--- config.mk ---
export PLATFORM = sky130hd
export DESIGN_NAME = websocket_frame_deframer_top
export DESIGN_NICKNAME = d
export VERILOG_FILES = /design/src/rtl/wsd_pkg.sv /design/src/rtl/wsd_parser.sv /design/src/rtl/websocket_frame_deframer_top.sv
export SDC_FILE = /design/constraint.sdc
export NUM_CORES = 1
export LEC_CHECK = 0
export ABC_CLOCK_PERIOD_IN_PS = 3400
export BUFFER_PORTS_ARGS = -buffer_cell sky130_fd_sc_hd__clkbuf_2
export CAP_MARGIN = 20
export CORE_ASPECT_RATIO = 0.8
export CORE_MARGIN = 2
export CORE_UTILIZATION = 50
export DETAILED_ROUTE_END_ITERATION = 16
export GPL_TIMING_DRIVEN = 0
export PLACE_DENSITY = 0.7
export SLEW_MARGIN = 10
export SYNTH_ARGS = -nofsm -noshare
export SYNTH_HDL_FRONTEND = slang
export SYNTH_HIERARCHICAL = 1
export SYNTH_SLANG_ARGS = --single-unit
--- constraint.sdc ---
create_clock -name clk -period 3.4 [get_ports clk]
set_input_delay 0.17 -clock clk [delete_from_list [all_inputs] [get_ports clk]]
set_output_delay 0.17 -clock clk [all_outputs]
set_load 0.03 [all_outputs]
--- src/rtl/wsd_pkg.sv ---
`timescale 1ns / 1ps
`default_nettype none
// ----------------------------------------------------------------------------
// wsd_pkg
// Shared types and constants of the frame deframer.
// ----------------------------------------------------------------------------
package wsd_pkg;

    // parser phase codes
    localparam logic [2:0] PH_HEADER  = 3'd0;
    localparam logic [2:0] PH_EXT16   = 3'd1;
    localparam logic [2:0] PH_EXT64   = 3'd2;
    localparam logic [2:0] PH_MASK    = 3'd3;
    localparam logic [2:0] PH_PAYLOAD = 3'd4;

    localparam logic [3:0] OP_CONTINUATION = 4'h0;

    localparam logic [7:0] HDR_TOP_BIT  = 8'h80;
    localparam logic [7:0] HDR_OP_MASK  = 8'h0F;
    localparam logic [7:0] HDR_LEN_MASK = 8'h7F;
    localparam logic [6:0] LEN_CODE_16  = 7'd126;

    localparam logic [3:0] EXT16_BYTES = 4'd2;
    localparam logic [3:0] EXT64_BYTES = 4'd8;
    localparam logic [3:0] KEY_BYTES   = 4'd4;

    localparam logic [31:0] MAX_LEN_RESET = 32'd268435456;

    typedef struct packed {
        logic       valid;
        logic [7:0] data;
        logic [3:0] opcode;
        logic       byte_valid;
        logic       start;
        logic       last;
        logic       err;
    } wsd_result_t;

endpackage
`default_nettype wire

--- src/rtl/wsd_parser.sv ---
`timescale 1ns / 1ps
`default_nettype none
// ----------------------------------------------------------------------------
// wsd_parser
// Frame header, extended length and mask key parser with payload unmasking.
// ----------------------------------------------------------------------------
module wsd_parser
    import wsd_pkg::*;
(
    input  wire logic        clk,
    input  wire logic        rst_n,
    input  wire logic        in_valid,
    input  wire logic [7:0]  in_byte,
    input  wire logic [31:0] max_len,
    output wsd_result_t      res
);

    logic [2:0]  phase_reg,      phase_next;
    logic [3:0]  fcount_reg,     fcount_next;
    logic [7:0]  hdr_first_reg,  hdr_first_next;
    logic [63:0] frame_len_reg,  frame_len_next;
    logic [63:0] pay_count_reg,  pay_count_next;
    logic        fin_reg,        fin_next;
    logic        masked_reg,     masked_next;
    logic [3:0]  op_reg,         op_next;
    logic [3:0]  dmsg_op_reg,    dmsg_op_next;
    logic [31:0] mask_key_reg,   mask_key_next;
    logic [31:0] dmsg_len_reg,   dmsg_len_next;
    logic        dmsg_open_reg,  dmsg_open_next;
    logic        failed_reg,     failed_next;

    logic        is_ctrl;
    logic [3:0]  eff_op;
    logic        len_done;
    logic        start_pay;
    logic [3:0]  fcount_inc;
    logic [6:0]  len7;
    logic        over_cap;
    logic        eof;
    logic [7:0]  key_byte;
    logic [3:0]  eff_op_n;

    assign is_ctrl    = op_reg[3];
    assign eff_op     = (!is_ctrl && op_reg == OP_CONTINUATION) ? dmsg_op_reg : op_reg;
    assign fcount_inc = fcount_reg + 4'd1;
    assign len7       = in_byte[6:0] & HDR_LEN_MASK[6:0];
    assign over_cap   = is_ctrl ? (pay_count_reg >= {32'd0, max_len})
                                : (dmsg_len_reg >= max_len);
    assign key_byte   = 8'(mask_key_reg >> {pay_count_reg[1:0], 3'b000});

    always_comb
    begin
        phase_next     = phase_reg;
        fcount_next    = fcount_reg;
        hdr_first_next = hdr_first_reg;
        frame_len_next = frame_len_reg;
        pay_count_next = pay_count_reg;
        fin_next       = fin_reg;
        masked_next    = masked_reg;
        op_next        = op_reg;
        dmsg_op_next   = dmsg_op_reg;
        mask_key_next  = mask_key_reg;
        dmsg_len_next  = dmsg_len_reg;
        dmsg_open_next = dmsg_open_reg;
        failed_next    = failed_reg;
        len_done       = 1'b0;
        start_pay      = 1'b0;
        eof            = 1'b0;
        eff_op_n       = 4'd0;
        res            = '0;

        if (in_valid && !failed_reg)
        begin
            case (phase_reg)
                PH_EXT16, PH_EXT64:
                begin
                    frame_len_next = {frame_len_reg[55:0], in_byte};
                    fcount_next    = fcount_inc;
                    if (fcount_inc >= ((phase_reg == PH_EXT16) ? EXT16_BYTES : EXT64_BYTES))
                    begin
                        len_done = 1'b1;
                    end
                end
                PH_MASK:
                begin
                    mask_key_next = mask_key_reg
                                  | ({24'd0, in_byte} << {fcount_reg[1:0], 3'b000});
                    fcount_next   = fcount_inc;
                    if (fcount_inc >= KEY_BYTES)
                    begin
                        start_pay = 1'b1;
                    end
                end
                PH_PAYLOAD:
                begin
                    if (over_cap)
                    begin
                        failed_next = 1'b1;
                        res.valid   = 1'b1;
                        res.opcode  = eff_op;
                        res.err     = 1'b1;
                    end
                    else
                    begin
                        pay_count_next = pay_count_reg + 64'd1;
                        eof            = (pay_count_next == frame_len_reg);
                        res.valid      = 1'b1;
                        res.data       = in_byte ^ (masked_reg ? key_byte : 8'd0);
                        res.opcode     = eff_op;
                        res.byte_valid = 1'b1;
                        if (is_ctrl)
                        begin
                            res.start = (pay_count_reg == 64'd0);
                            res.last  = eof;
                        end
                        else
                        begin
                            dmsg_len_next  = dmsg_len_reg + 32'd1;
                            res.start      = !dmsg_open_reg;
                            res.last       = eof && fin_reg;
                            dmsg_open_next = !res.last;
                        end
                        if (eof)
                        begin
                            phase_next  = PH_HEADER;
                            fcount_next = 4'd0;
                        end
                    end
                end
                default:
                begin
                    phase_next = PH_HEADER;
                    if (fcount_reg == 4'd0)
                    begin
                        hdr_first_next = in_byte;
                        fcount_next    = 4'd1;
                    end
                    else
                    begin
                        fin_next    = |(hdr_first_reg & HDR_TOP_BIT);
                        op_next     = 4'(hdr_first_reg & HDR_OP_MASK);
                        masked_next = |(in_byte & HDR_TOP_BIT);
                        // a new data frame opens a fresh message
                        if (op_next != OP_CONTINUATION && !op_next[3])
                        begin
                            dmsg_op_next   = op_next;
                            dmsg_len_next  = 32'd0;
                            dmsg_open_next = 1'b0;
                        end
                        pay_count_next = 64'd0;
                        fcount_next    = 4'd0;
                        if (len7 < LEN_CODE_16)
                        begin
                            frame_len_next = {57'd0, len7};
                            len_done       = 1'b1;
                        end
                        else
                        begin
                            frame_len_next = 64'd0;
                            phase_next     = (len7 == LEN_CODE_16) ? PH_EXT16 : PH_EXT64;
                        end
                    end
                end
            endcase

            if (len_done)
            begin
                fcount_next = 4'd0;
                if (masked_next)
                begin
                    mask_key_next = 32'd0;
                    phase_next    = PH_MASK;
                end
                else
                begin
                    start_pay = 1'b1;
                end
            end

            if (start_pay)
            begin
                fcount_next    = 4'd0;
                pay_count_next = 64'd0;
                if (frame_len_next == 64'd0)
                begin
                    // empty frame completes at once
                    phase_next = PH_HEADER;
                    eff_op_n   = (!op_next[3] && op_next == OP_CONTINUATION) ? dmsg_op_next
                                                                              : op_next;
                    if (op_next[3])
                    begin
                        res.valid  = 1'b1;
                        res.opcode = op_next;
                        res.start  = 1'b1;
                        res.last   = 1'b1;
                    end
                    else if (fin_next)
                    begin
                        res.valid      = 1'b1;
                        res.opcode     = eff_op_n;
                        res.start      = !dmsg_open_next;
                        res.last       = 1'b1;
                        dmsg_open_next = 1'b0;
                    end
                end
                else
                begin
                    phase_next = PH_PAYLOAD;
                end
            end
        end
    end

    always_ff @(posedge clk or negedge rst_n)
    begin
        if (!rst_n)
        begin
            phase_reg     <= PH_HEADER;
            fcount_reg    <= 4'd0;
            hdr_first_reg <= 8'd0;
            frame_len_reg <= 64'd0;
            pay_count_reg <= 64'd0;
            fin_reg       <= 1'b0;
            masked_reg    <= 1'b0;
            op_reg        <= 4'd0;
            dmsg_op_reg   <= 4'd0;
            mask_key_reg  <= 32'd0;
            dmsg_len_reg  <= 32'd0;
            dmsg_open_reg <= 1'b0;
            failed_reg    <= 1'b0;
        end
        else
        begin
            phase_reg     <= phase_next;
            fcount_reg    <= fcount_next;
            hdr_first_reg <= hdr_first_next;
            frame_len_reg <= frame_len_next;
            pay_count_reg <= pay_count_next;
            fin_reg       <= fin_next;
            masked_reg    <= masked_next;
            op_reg        <= op_next;
            dmsg_op_reg   <= dmsg_op_next;
            mask_key_reg  <= mask_key_next;
            dmsg_len_reg  <= dmsg_len_next;
            dmsg_open_reg <= dmsg_open_next;
            failed_reg    <= failed_next;
        end
    end

    a_failed_sticky: assert property (@(posedge clk) disable iff (!rst_n)
        failed_reg |=> failed_reg)
        else $error("error flag cleared without reset");

    a_silent_after_fail: assert property (@(posedge clk) disable iff (!rst_n)
        failed_reg |-> !res.valid)
        else $error("result produced after length error");

    a_empty_is_last: assert property (@(posedge clk) disable iff (!rst_n)
        (res.valid && !res.byte_valid && !res.err) |-> res.last)
        else $error("empty result that does not end a message");

endmodule
`default_nettype wire

--- src/rtl/websocket_frame_deframer_top.sv ---
// A result appears on the master side in the cycle after the request that
// causes it is taken. Throughput: one byte per cycle; the slave side
// stalls only while a held result is not taken, set by the single output
// register. Reset (rst_n low, asynchronous) returns the parser to the header
// phase, clears the error flag and sets max_message_len to 268435456.
`timescale 1ns / 1ps
`default_nettype none
// ----------------------------------------------------------------------------
// websocket_frame_deframer_top
// Byte stream frame deframer with output register and length cap register.
// ----------------------------------------------------------------------------
module websocket_frame_deframer_top
    import wsd_pkg::*;
(
    input  wire logic        clk,
    input  wire logic        rst_n,
    input  wire logic        cfg_we,
    input  wire logic [31:0] cfg_wdata,      // max_message_len
    input  wire logic        s_axis_tvalid,
    output logic             s_axis_tready,
    input  wire logic [7:0]  s_axis_tdata,   // [7:0] in_byte
    output logic             m_axis_tvalid,
    input  wire logic        m_axis_tready,
    output logic [7:0]       m_axis_tdata,   // [7:0] payload_byte
    // [3:0] msg_opcode, [4] byte_valid, [5] message_start, [6] too_long_error, [7] zero
    output logic [7:0]       m_axis_tuser,
    output logic             m_axis_tlast    // message_last
);

    logic [31:0] max_len_reg;
    wsd_result_t res;
    wsd_result_t out_reg;
    logic        accept;

    assign s_axis_tready = !out_reg.valid || m_axis_tready;
    assign accept        = s_axis_tvalid && s_axis_tready;

    always_ff @(posedge clk or negedge rst_n)
    begin
        if (!rst_n)
        begin
            max_len_reg <= MAX_LEN_RESET;
        end
        else if (cfg_we)
        begin
            max_len_reg <= cfg_wdata;
        end
    end

    wsd_parser u_parser (
        .clk      (clk),
        .rst_n    (rst_n),
        .in_valid (accept),
        .in_byte  (s_axis_tdata),
        .max_len  (max_len_reg),
        .res      (res)
    );

    // hold the result until taken; load a new one when the slot frees
    always_ff @(posedge clk or negedge rst_n)
    begin
        if (!rst_n)
        begin
            out_reg <= '0;
        end
        else if (s_axis_tready)
        begin
            out_reg <= res;
        end
    end

    assign m_axis_tvalid = out_reg.valid;
    assign m_axis_tdata  = out_reg.data;
    assign m_axis_tuser  = {1'b0, out_reg.err, out_reg.start, out_reg.byte_valid,
                            out_reg.opcode};
    assign m_axis_tlast  = out_reg.last;

    a_ready_when_empty: assert property (@(posedge clk) disable iff (!rst_n)
        !m_axis_tvalid |-> s_axis_tready)
        else $error("input stalled with empty output register");

    a_error_flags: assert property (@(posedge clk) disable iff (!rst_n)
        (m_axis_tvalid && m_axis_tuser[6]) |->
            (!m_axis_tuser[4] && !m_axis_tuser[5] && !m_axis_tlast))
        else $error("error result carries data flags");

    a_no_load_without_request: assert property (@(posedge clk) disable iff (!rst_n)
        (!m_axis_tvalid && !s_axis_tvalid) |=> !m_axis_tvalid)
        else $error("result appeared with no request taken");

endmodule
`default_nettype wire
==> summary.txt, run 1 <==
Final layout
  • Fraction of layout cells with a size suffix above 1: 0.241
  • Antenna Cells: 0
  • Most common cell after layout, fill and taps aside: dfrtp_1
  • Most frequent cells in the layout: dfrtp_1 (250), nor2_1 (140), buf_4 (129)
  • Finished layout cell area: 21300 µm²
  • Layout Nets: around 2200
  • Layout area overhead: 24.8%

Floorplan
  • Die Span Y: 169 µm
  • Core ar.: approximately 34000 µm²
  • Io pins: between 60 and 70
  • Die W: around 210 µm
  • FP Rows: 60
  • Starting Density: 0.508
  • Full die area: ~36000 µm²

Yosys
  • Xor/xnor share of the synthesized area: 0.0612
  • Synth top area share: 0.388
  • Syn Std Cell Area: 17000 µm²
  • Synthesized-area fraction occupied by adder cells: 0.0533
  • Ranking of synthesized cells by area: dfrtp_1 (39%), ha_1 (5.2%), a22o_1 (3.7%), o21ai_0 (3.6%), mux2_2 (3.4%)
  • Syn Nets: around 2000
  • Post-synthesis mux area share: 0.0572
  • Syn Inst Count: 1833
  • Synth Area in Compound Gates: 0.185
  • Seq/Total Area, Yosys: 0.389
  • Synth unique cells: between 80 and 90
  • Synth Warn #: 6
  • Seq cells post-synth: between 200 and 300
  • Yosys top cell by area: dfrtp_1
  • Main combinational cell family by area after synthesis: simple AND/OR/NAND/NOR gates
  • Number of enable flip-flop cells after synthesis: 0
  • Top_reg_cell synth: dfrtp_1
  • Synth async-reset ratio: 1.00
  • Simple-gate share of the synthesized area: 0.209
  • Synthesized area per cell: roughly 9.3 µm²

Worst setup path
  • Worst setup SP type: flip-flop
  • Worst Setup Path Type: reg2reg
  • Critical path required time: 3.88 ns
  • Setup crit end kind: flip-flop
  • CP Max Fanout: 8
  • Crit path arrival time: 4.27 ns

Detailed routing
  • Via/cell ratio: approximately 6.7
  • Drt first pass iters: 5
  • DRC: 0
  • DRT antenna net count: 0
  • DR WL/cell: about 27 µm
  • Via Count: 17013
  • Drt first-iter violations: roughly 2400
  • Total Routed Length: 67900 µm

Place
  • Placement-stage cell area: between 15000 and 20000 µm²
  • Final Wtd Congestion: a little over 1
  • Final HPWL DP: approximately 48000 µm
  • Dpl ws: -1.64 ns
  • Port Buffers: 53

STA
  • Final hold vios: 0
  • Fin crit share: 1.12
  • Final worst slack: -0.397 ns
  • Max Transition Viols Final: 0
  • Worst-Margin Slew: 1.09 ns
  • RSZ-0062 raised after global routing: true
  • Tmin final: 3.80 ns
  • Hold Slack: about 0.065 ns
  • Rel. slew slack: 0.258
  • Maximum clock frequency: roughly 260 MHz
  • Final Skew: approximately 0.027 ns
  • Final setup violating endpoints: 29

Global routing
  • Grt ovf: 0
  • Vias in the first global route: approximately 16000
  • Initial antenna violation count: 2
  • First-pass GRT wire length: roughly 100000 µm
  • Largest net degree at the start of global routing: slightly above 100
  • GRT Resource Usage Total: 0.374

Run
  • Max-cap viol count: 0

Clocking
  • Later-pin clock latency in the skew report: around 0.60 ns
  • Worst-path clk slew: roughly 0.06 ns
  • Clk buf depth: 3
  • Max H-tree Level: 1
  • Num CTS Buffers: 29
  • Clock root buffer: clkbuf_16
  • # clock sinks: ~270
  • TritonCTS clock tree: built

Outcome
  • Run status: finished, violations left
  • Failing checks: setup timing

Power
  • Leak Pwr: 9.79 nW
  • PwrDens: 556 nW/µm²
  • Worst vdd rail ir drop: between 0.5 and 0.6 mV

Hold path
  • Hold Path Class: in2reg
## power breakdown
group,internal (mW),leakage [nW],total (mW),switching (mW)
sequential,3.53,3.55,4.08,0.553
clock,2.04,0.514,3.44,1.40
combinational,1.61,5.73,4.29,2.68
total,7.18,9.79,11.8,4.63
## per-stage QoR
step	TNS, ns	std cells	total power, mW	util
floorplan	0	1833	6.27	-
global placement	-1012.22	2320	7.57	0.532
detailed placement	-116.87	2323	7.67	0.535
finish	-2.61	2526	11.8	0.633
CTS	-3.36	2479	11.4	0.612
global route	-6.91	2526	12.2	0.633
## synthesized netlist by cell type, types with 59 or more instances
| cell type | instances |
|---|---|
| dfrtp_1 | 264 |
| nor2_1 | 146 |
| o21ai_0 | 124 |
| nand2_1 | 109 |
| a21oi_1 | 92 |
| clkbuf_1 | 77 |
| nand4_1 | 75 |
| a22o_1 | 72 |
| ha_1 | 71 |
| nand3_1 | 60 |
| xor2_1 | 60 |
| xnor2_1 | 59 |
## cell type report
cell class | count | area (µm²)
Buffer | 117 | 719
Clock buffer | 44 | 892
Clock inverter | 9 | 146
Fill cell | 2753 | 12300
Inverter | 51 | 199
Multi-Input combinational cell | 1390 | 10400
Sequential cell | 265 | 6650
Tap cell | 434 | 543
Timing Repair Buffer | 216 | 1670
## worst max-delay path: stages (launching register included)
cell	delay, ns
dfrtp_1	0.40
buf_4	0.14
and3_1	0.15
clkbuf_1	0.33
nand3_4	0.25
xnor2_1	0.19
or3_1	0.30
a2111oi_0	0.93
o2111a_2	0.37
a31oi_4	0.18
nor2_2	0.15
mux2_4	0.32
## what timing repair did
| action | in CTS | in global routing |
|---|---|---|
| resized for setup | 161 | 103 |
| gates cloned | 0 | 1 |
| endpoints found under the hold margin | 100 | 0 |
| endpoints found under the setup margin | 116 | 123 |
| pin swaps | 45 | 39 |
| buffers inserted | 75 | 48 |
| hold buffers | 35 | 0 |
## layer usage
| metal | wire, µm | global-route usage | up-vias |
|---|---|---|---|
| met5 | 21 | 0 | - |
| met4 | 2760 | 0.128 | 2 |
| met3 | 8960 | 0.103 | 206 |
| met2 | 27500 | 0.524 | 1114 |
| met1 | 28700 | 0.552 | 8346 |
| li1 | - | - | 7345 |
## final timing paths
path / startpoint / end / slack [ns] / cells past startpoint
worst max-delay path: u_parser/pay_count_reg[6]$_DFFE_PN0P_ / u_parser/fcount_reg[0]$_DFFE_PN0P_ / -0.40 / 11
worst min-delay path: s_axis_tdata[5] / u_parser/mask_key_reg[13]$_DFFE_PN0P_ / 0.06 / 3
worst max register to register: u_parser/pay_count_reg[6]$_DFFE_PN0P_ / u_parser/fcount_reg[0]$_DFFE_PN0P_ / -0.40 / 11
worst min register to register: u_parser/mask_key_reg[18]$_DFFE_PN0P_ / u_parser/mask_key_reg[18]$_DFFE_PN0P_ / 0.49 / 2
max in group asynchronous: rst_n / u_parser/frame_len_reg[50]$_DFFE_PN0P_ / 1.86 / 4
min in group asynchronous: rst_n / u_parser/dmsg_len_reg[26]$_DFFE_PN0P_ / 0.15 / 2
## cells by family (layout without fill, tap and decap cells)
group	after synthesis	in the layout
mux	77	77
simple gates	654	654
flops	265	265
compound gates	466	466
xor+xnor	119	119
other cells	1	1
buf+inv	178	437
fa+ha+maj	73	73
Note: power is estimated with default switching activity, not from simulation.
==> inputs of run 2 (changes only) <==
Settings changed: SYNTH_HIERARCHICAL 1 to default.
==> run 2 against run 1 <==
Compared with the run above: the flow still finishes with violations (setup timing); cell count is 3.2% lower; largest cell class unchanged; hold slack worse by 0.040 ns; clock power is 6% lower; first-iteration DRC count down 11%; wire length is 18% lower; synthesized cell count decreased by 2.0%; sequential share of layout area up 1.7 points; die area fell by 4.9%; sequential power is 5% higher.
==> summary.txt, run 2 <==
Power
  • PwrDens: 614 nW/µm² (was 556 nW/µm²)
  • Switch share: 0.393 (was 0.392)
  • Leak Pwr: 9.07 nW (was 9.79 nW)
  • Clock Power Share: 0.262 (was 0.291)
  • Power, Total: 12.4 mW (was 11.8 mW)
  • Worst vdd rail ir drop: 0.508 mV (was 0.520 mV)
  • Flop pwr share: 0.346 (about the same)
  • Switching pwr: 4.87 mW (was 4.63 mW)
  • Int Pwr: 7.51 mW (was 7.18 mW)
  • Comb pwr share: 0.391 (was 0.363)

Place
  • Placement-stage cell area: 17000 µm² (was 17900 µm²)
  • Port Buffers: 53 (unchanged)
  • Final Wtd Congestion: 1.02 (about the same)
  • Placed cells: 2271 (was 2323)
  • Final HPWL DP: 38700 µm (was 48200 µm)
  • Dpl ws: -2.09 ns (was -1.64 ns)

Yosys
  • Yosys top cell by area: dfrtp_1 (unchanged)
  • Synth async-reset ratio: 1.00 (unchanged)
  • Syn Std Cell Area: 16200 µm² (was 17000 µm²)
  • Top_reg_cell synth: dfrtp_1 (unchanged)
  • Synthesized area per cell: 9.01 µm² (was 9.29 µm²)
  • Synth top cells by count: dfrtp_1 (264), nand2_1 (164), o21ai_0 (152), nor2_1 (146), clkbuf_1 (86) (was dfrtp_1 (264), nor2_1 (146), o21ai_0 (124), nand2_1 (109), a21oi_1 (92))
  • Syn Nets: 1912 (was 1949)
  • Syn Inst Count: 1796 (was 1833)
  • Seq cells post-synth: 265 (unchanged)
  • Synth unique cells: 77 (was 83)
  • Ranking of synthesized cells by area: dfrtp_1 (41%), ha_1 (5.5%), o21ai_0 (4.7%), xnor2_1 (3.9%), nand2_1 (3.8%) (was dfrtp_1 (39%), ha_1 (5.2%), a22o_1 (3.7%), o21ai_0 (3.6%), mux2_2 (3.4%))
  • Number of enable flip-flop cells after synthesis: 0 (unchanged)
  • Top-count cell post-synth: dfrtp_1 (unchanged)
  • Synth top area share: 0.408 (was 0.388)
  • Seq/Total Area, Yosys: 0.410 (was 0.389)
  • Synth Warn #: 0 (was 6)

STA
  • RSZ-0062 raised after global routing: true (unchanged)
  • Final Skew: 0.0247 ns (was 0.0272 ns)
  • Fin crit share: 1.09 (was 1.12)
  • Rel. slew slack: 0.285 (was 0.258)
  • Final setup violating endpoints: 8 (was 29)
  • Final worst slack: -0.289 ns (was -0.397 ns)
  • Tmin final: 3.69 ns (was 3.80 ns)
  • Max Transition Viols Final: 0 (unchanged)
  • Maximum clock frequency: 271 MHz (was 263 MHz)
  • Final hold vios: 0 (unchanged)
  • Worst-Margin Slew: 1.06 ns (was 1.09 ns)

Worst setup path
  • CP max stage delay: 0.44 ns (was 0.93 ns)
  • CP Buf/Inv Count: 4 (was 2)
  • CP Max Fanout: 7 (was 8)
  • Slack of the worst reg-to-reg path: -0.29 ns (was -0.40 ns)
  • Worst setup SP type: flip-flop (unchanged)
  • Setup crit end kind: flip-flop (unchanged)
  • CP cell instances: buf_8 > buf_4 > nand2_2 > nor4_4 > buf_4 > nand4_1 > xnor2_1 > o21ai_1 > a2111oi_4 > nand4_2 > buf_6 > nor4_4 > a311o_1 > o21ai_1 (was buf_4 > and3_1 > clkbuf_1 > nand3_4 > xnor2_1 > or3_1 > a2111oi_0 > o2111a_2 > a31oi_4 > nor2_2 > mux2_4)
  • Crit path arrival time: 4.15 ns (was 4.27 ns)
  • Slowest stage cell on the critical path: dfrtp_1 (was a2111oi_0)
  • Top Family by Delay on Critical Path: simple AND/OR/NAND/NOR gates (was compound AO/OA/AOI/OAI gates)
  • Critical path required time: 3.86 ns (was 3.88 ns)
  • Worst Setup Path Type: reg2reg (unchanged)

Clocking
  • Clock root buffer: clkbuf_16 (unchanged)
  • Max H-tree Level: 1 (unchanged)
  • Num CTS Buffers: 28 (was 29)
  • TritonCTS clock tree: built (unchanged)
  • Later-pin clock latency in the skew report: 0.58 ns (was 0.60 ns)
  • # clock sinks: 265 (unchanged)
  • Clk buf depth: 3 (unchanged)
  • Worst-path clk slew: 0.07 ns (was 0.06 ns)

Global routing
  • Initial antenna violation count: 0 (was 2)
  • Met2 GRT Util: 0.476 (was 0.524)
  • Largest net degree at the start of global routing: 102 (was 101)
  • GR met1 Demand/Resource: 0.465 (was 0.552)
  • First-pass GRT wire length: 84500 µm (was 100000 µm)
  • Most used routing layer: met2 (was met1)
  • Vias in the first global route: 14796 (was 15872)
  • Met3 Usage GRT: 0.0845 (was 0.103)
  • Grt ovf: 0 (unchanged)
  • GRT Resource Usage Total: 0.323 (was 0.374)

Final layout
  • Filler cell count: 2571 (was 2753)
  • Most common cell after layout, fill and taps aside: dfrtp_1 (unchanged)
  • Final core occ: 0.637 (was 0.633)
  • Final Instance Count excl. Fillers: 2446 (was 2526)
  • Antenna Cells: 0 (unchanged)
  • Fraction of layout cells with a size suffix above 1: 0.201 (was 0.241)
  • Finished layout cell area: 20200 µm² (was 21300 µm²)
  • Area of the multi-input gates: 9550 µm² (was 10400 µm²)
  • Layout Nets: 2120 (was 2186)
  • Register area: 6640 µm² (was 6650 µm²)
  • Layout area overhead: 24.7% (was 24.8%)
  • Most frequent cells in the layout: dfrtp_1 (255), nand2_1 (162), nor2_1 (139) (was dfrtp_1 (250), nor2_1 (140), buf_4 (129))

Detailed routing
  • Via/cell ratio: 6.43 (was 6.74)
  • DRC: 0 (unchanged)
  • Via Count: 15721 (was 17013)
  • DR WL/cell: 22.7 µm (was 26.9 µm)
  • Drt first-iter violations: 2118 (was 2385)
  • Total Routed Length: 55500 µm (was 67900 µm)
  • Drt first pass iters: 7 (was 5)
  • DRT antenna net count: 0 (unchanged)

Floorplan
  • FP Rows: 58 (was 60)
  • Core ar.: 31600 µm² (was 33600 µm²)
  • Starting Density: 0.511 (was 0.508)
  • Full die area: 33800 µm² (was 35600 µm²)
  • Die Span Y: 165 µm (was 169 µm)
  • Io pins: 64 (unchanged)
  • Die W: 205 µm (was 210 µm)

Outcome
  • Run status: finished, violations left (unchanged)
  • Failing checks: setup timing (unchanged)

Hold path
  • Hold Path Class: in2reg (unchanged)

Run
  • Max-cap viol count: 0 (unchanged)
-- run 2: cell types whose count changed after synthesis, sizes merged, moves of 15 or more --
cell   previous run  this run
xor2             60        45
nand4            81        66
inv              51        67
nand2           109       164
mux2             61        12
o21ai           125       156
-- run 2: worst reg2reg max path: cells and delay by family (launching register included) --
kind	cells	cell delay (ns)
simple gates	5	1.39
buf+inv	4	0.65
compound gates	4	0.81
flops	1	0.44
xor+xnor	1	0.28
-- run 2: logic make-up (layout without fill, tap and decap cells) --
family / count (synthesis) / in the layout / synth area share
flip-flops: 265 / 265 / 0.410
XOR/XNOR: 117 / 117 / 0.0634
AND/OR/NAND/NOR: 669 / 669 / 0.215
adder cells (fa/ha/maj): 72 / 72 / 0.0555
multiplexers: 37 / 37 / 0.0300
other: 1 / 1 / 0.000232
AO/OA/AOI/OAI: 444 / 445 / 0.178
buffers and inverters: 191 / 420 / 0.0477
-- run 2: path summary, 6_finish.rpt --
kind / startpoint / end / cells after the start
setup / recovery: u_parser.pay_count_reg[0]$_DFFE_PN0P_ / u_parser.dmsg_open_reg$_DFFE_PN0P_ / 14
hold / removal: s_axis_tdata[6] / u_parser.mask_key_reg[6]$_DFFE_PN0P_ / 3
setup reg to reg: u_parser.pay_count_reg[0]$_DFFE_PN0P_ / u_parser.dmsg_open_reg$_DFFE_PN0P_ / 14
hold reg to reg: m_axis_tuser[4]$_DFFE_PN0N_ / m_axis_tuser[4]$_DFFE_PN0N_ / 2
max in group asynchronous: rst_n / u_parser.frame_len_reg[53]$_DFFE_PN0P_ / 4
min in group asynchronous: rst_n / u_parser.dmsg_len_reg[20]$_DFFE_PN0P_ / 2
-- run 2: layout make-up --
type,count,area share
Clock buffer,43,0.0425
Timing Repair Buffer,191,0.0732
Buffer,110,0.0367
Tap cell,420,0.0261
Sequential cell,265,0.329
Clock inverter,9,0.00589
Multi-Input combinational cell,1341,0.474
Inverter,67,0.0125
-- run 2: through the flow --
| stage | setup TNS [ns] | hold slack [ns] |
|---|---|---|
| global placement | -1028.32 | 0.379 |
| finish | -1.90 | 0.0252 |
| floorplan | -0.119 | -0.126 |
| detailed placement | -163.02 | 0.278 |
| CTS | -1.07 | 0.00632 |
| global route | -2.31 | 0.0371 |
-- run 2: what timing repair did --
action	CTS	global route
hold buffers	33	0
cloned	2	1
setup endpoints to repair	117	114
resized for setup	180	88
pin swaps	37	47
setup buffers	61	39
hold endpoints to repair	117	0
-- run 2: per-layer routing --
| layer | routed length (µm) | vias up |
|---|---|---|
| li1 | - | 6983 |
| met1 | 23400 | 7650 |
| met2 | 23400 | 934 |
| met3 | 6820 | 154 |
| met4 | 1890 | 0 |
| met5 | 0 | - |
-- run 2: power by group through the flow --
stage / Sequential [mW] / Combinational [mW] / Clock, mW
after detailed placement: 4.28 / 3.84 / 0
after global routing: 4.33 / 5.18 / 3.39
after global placement: 4.27 / 3.73 / 0
after floorplan: 4.10 / 2.69 / 0
after CTS: 4.23 / 4.33 / 3.27
final: 4.28 / 4.84 / 3.25
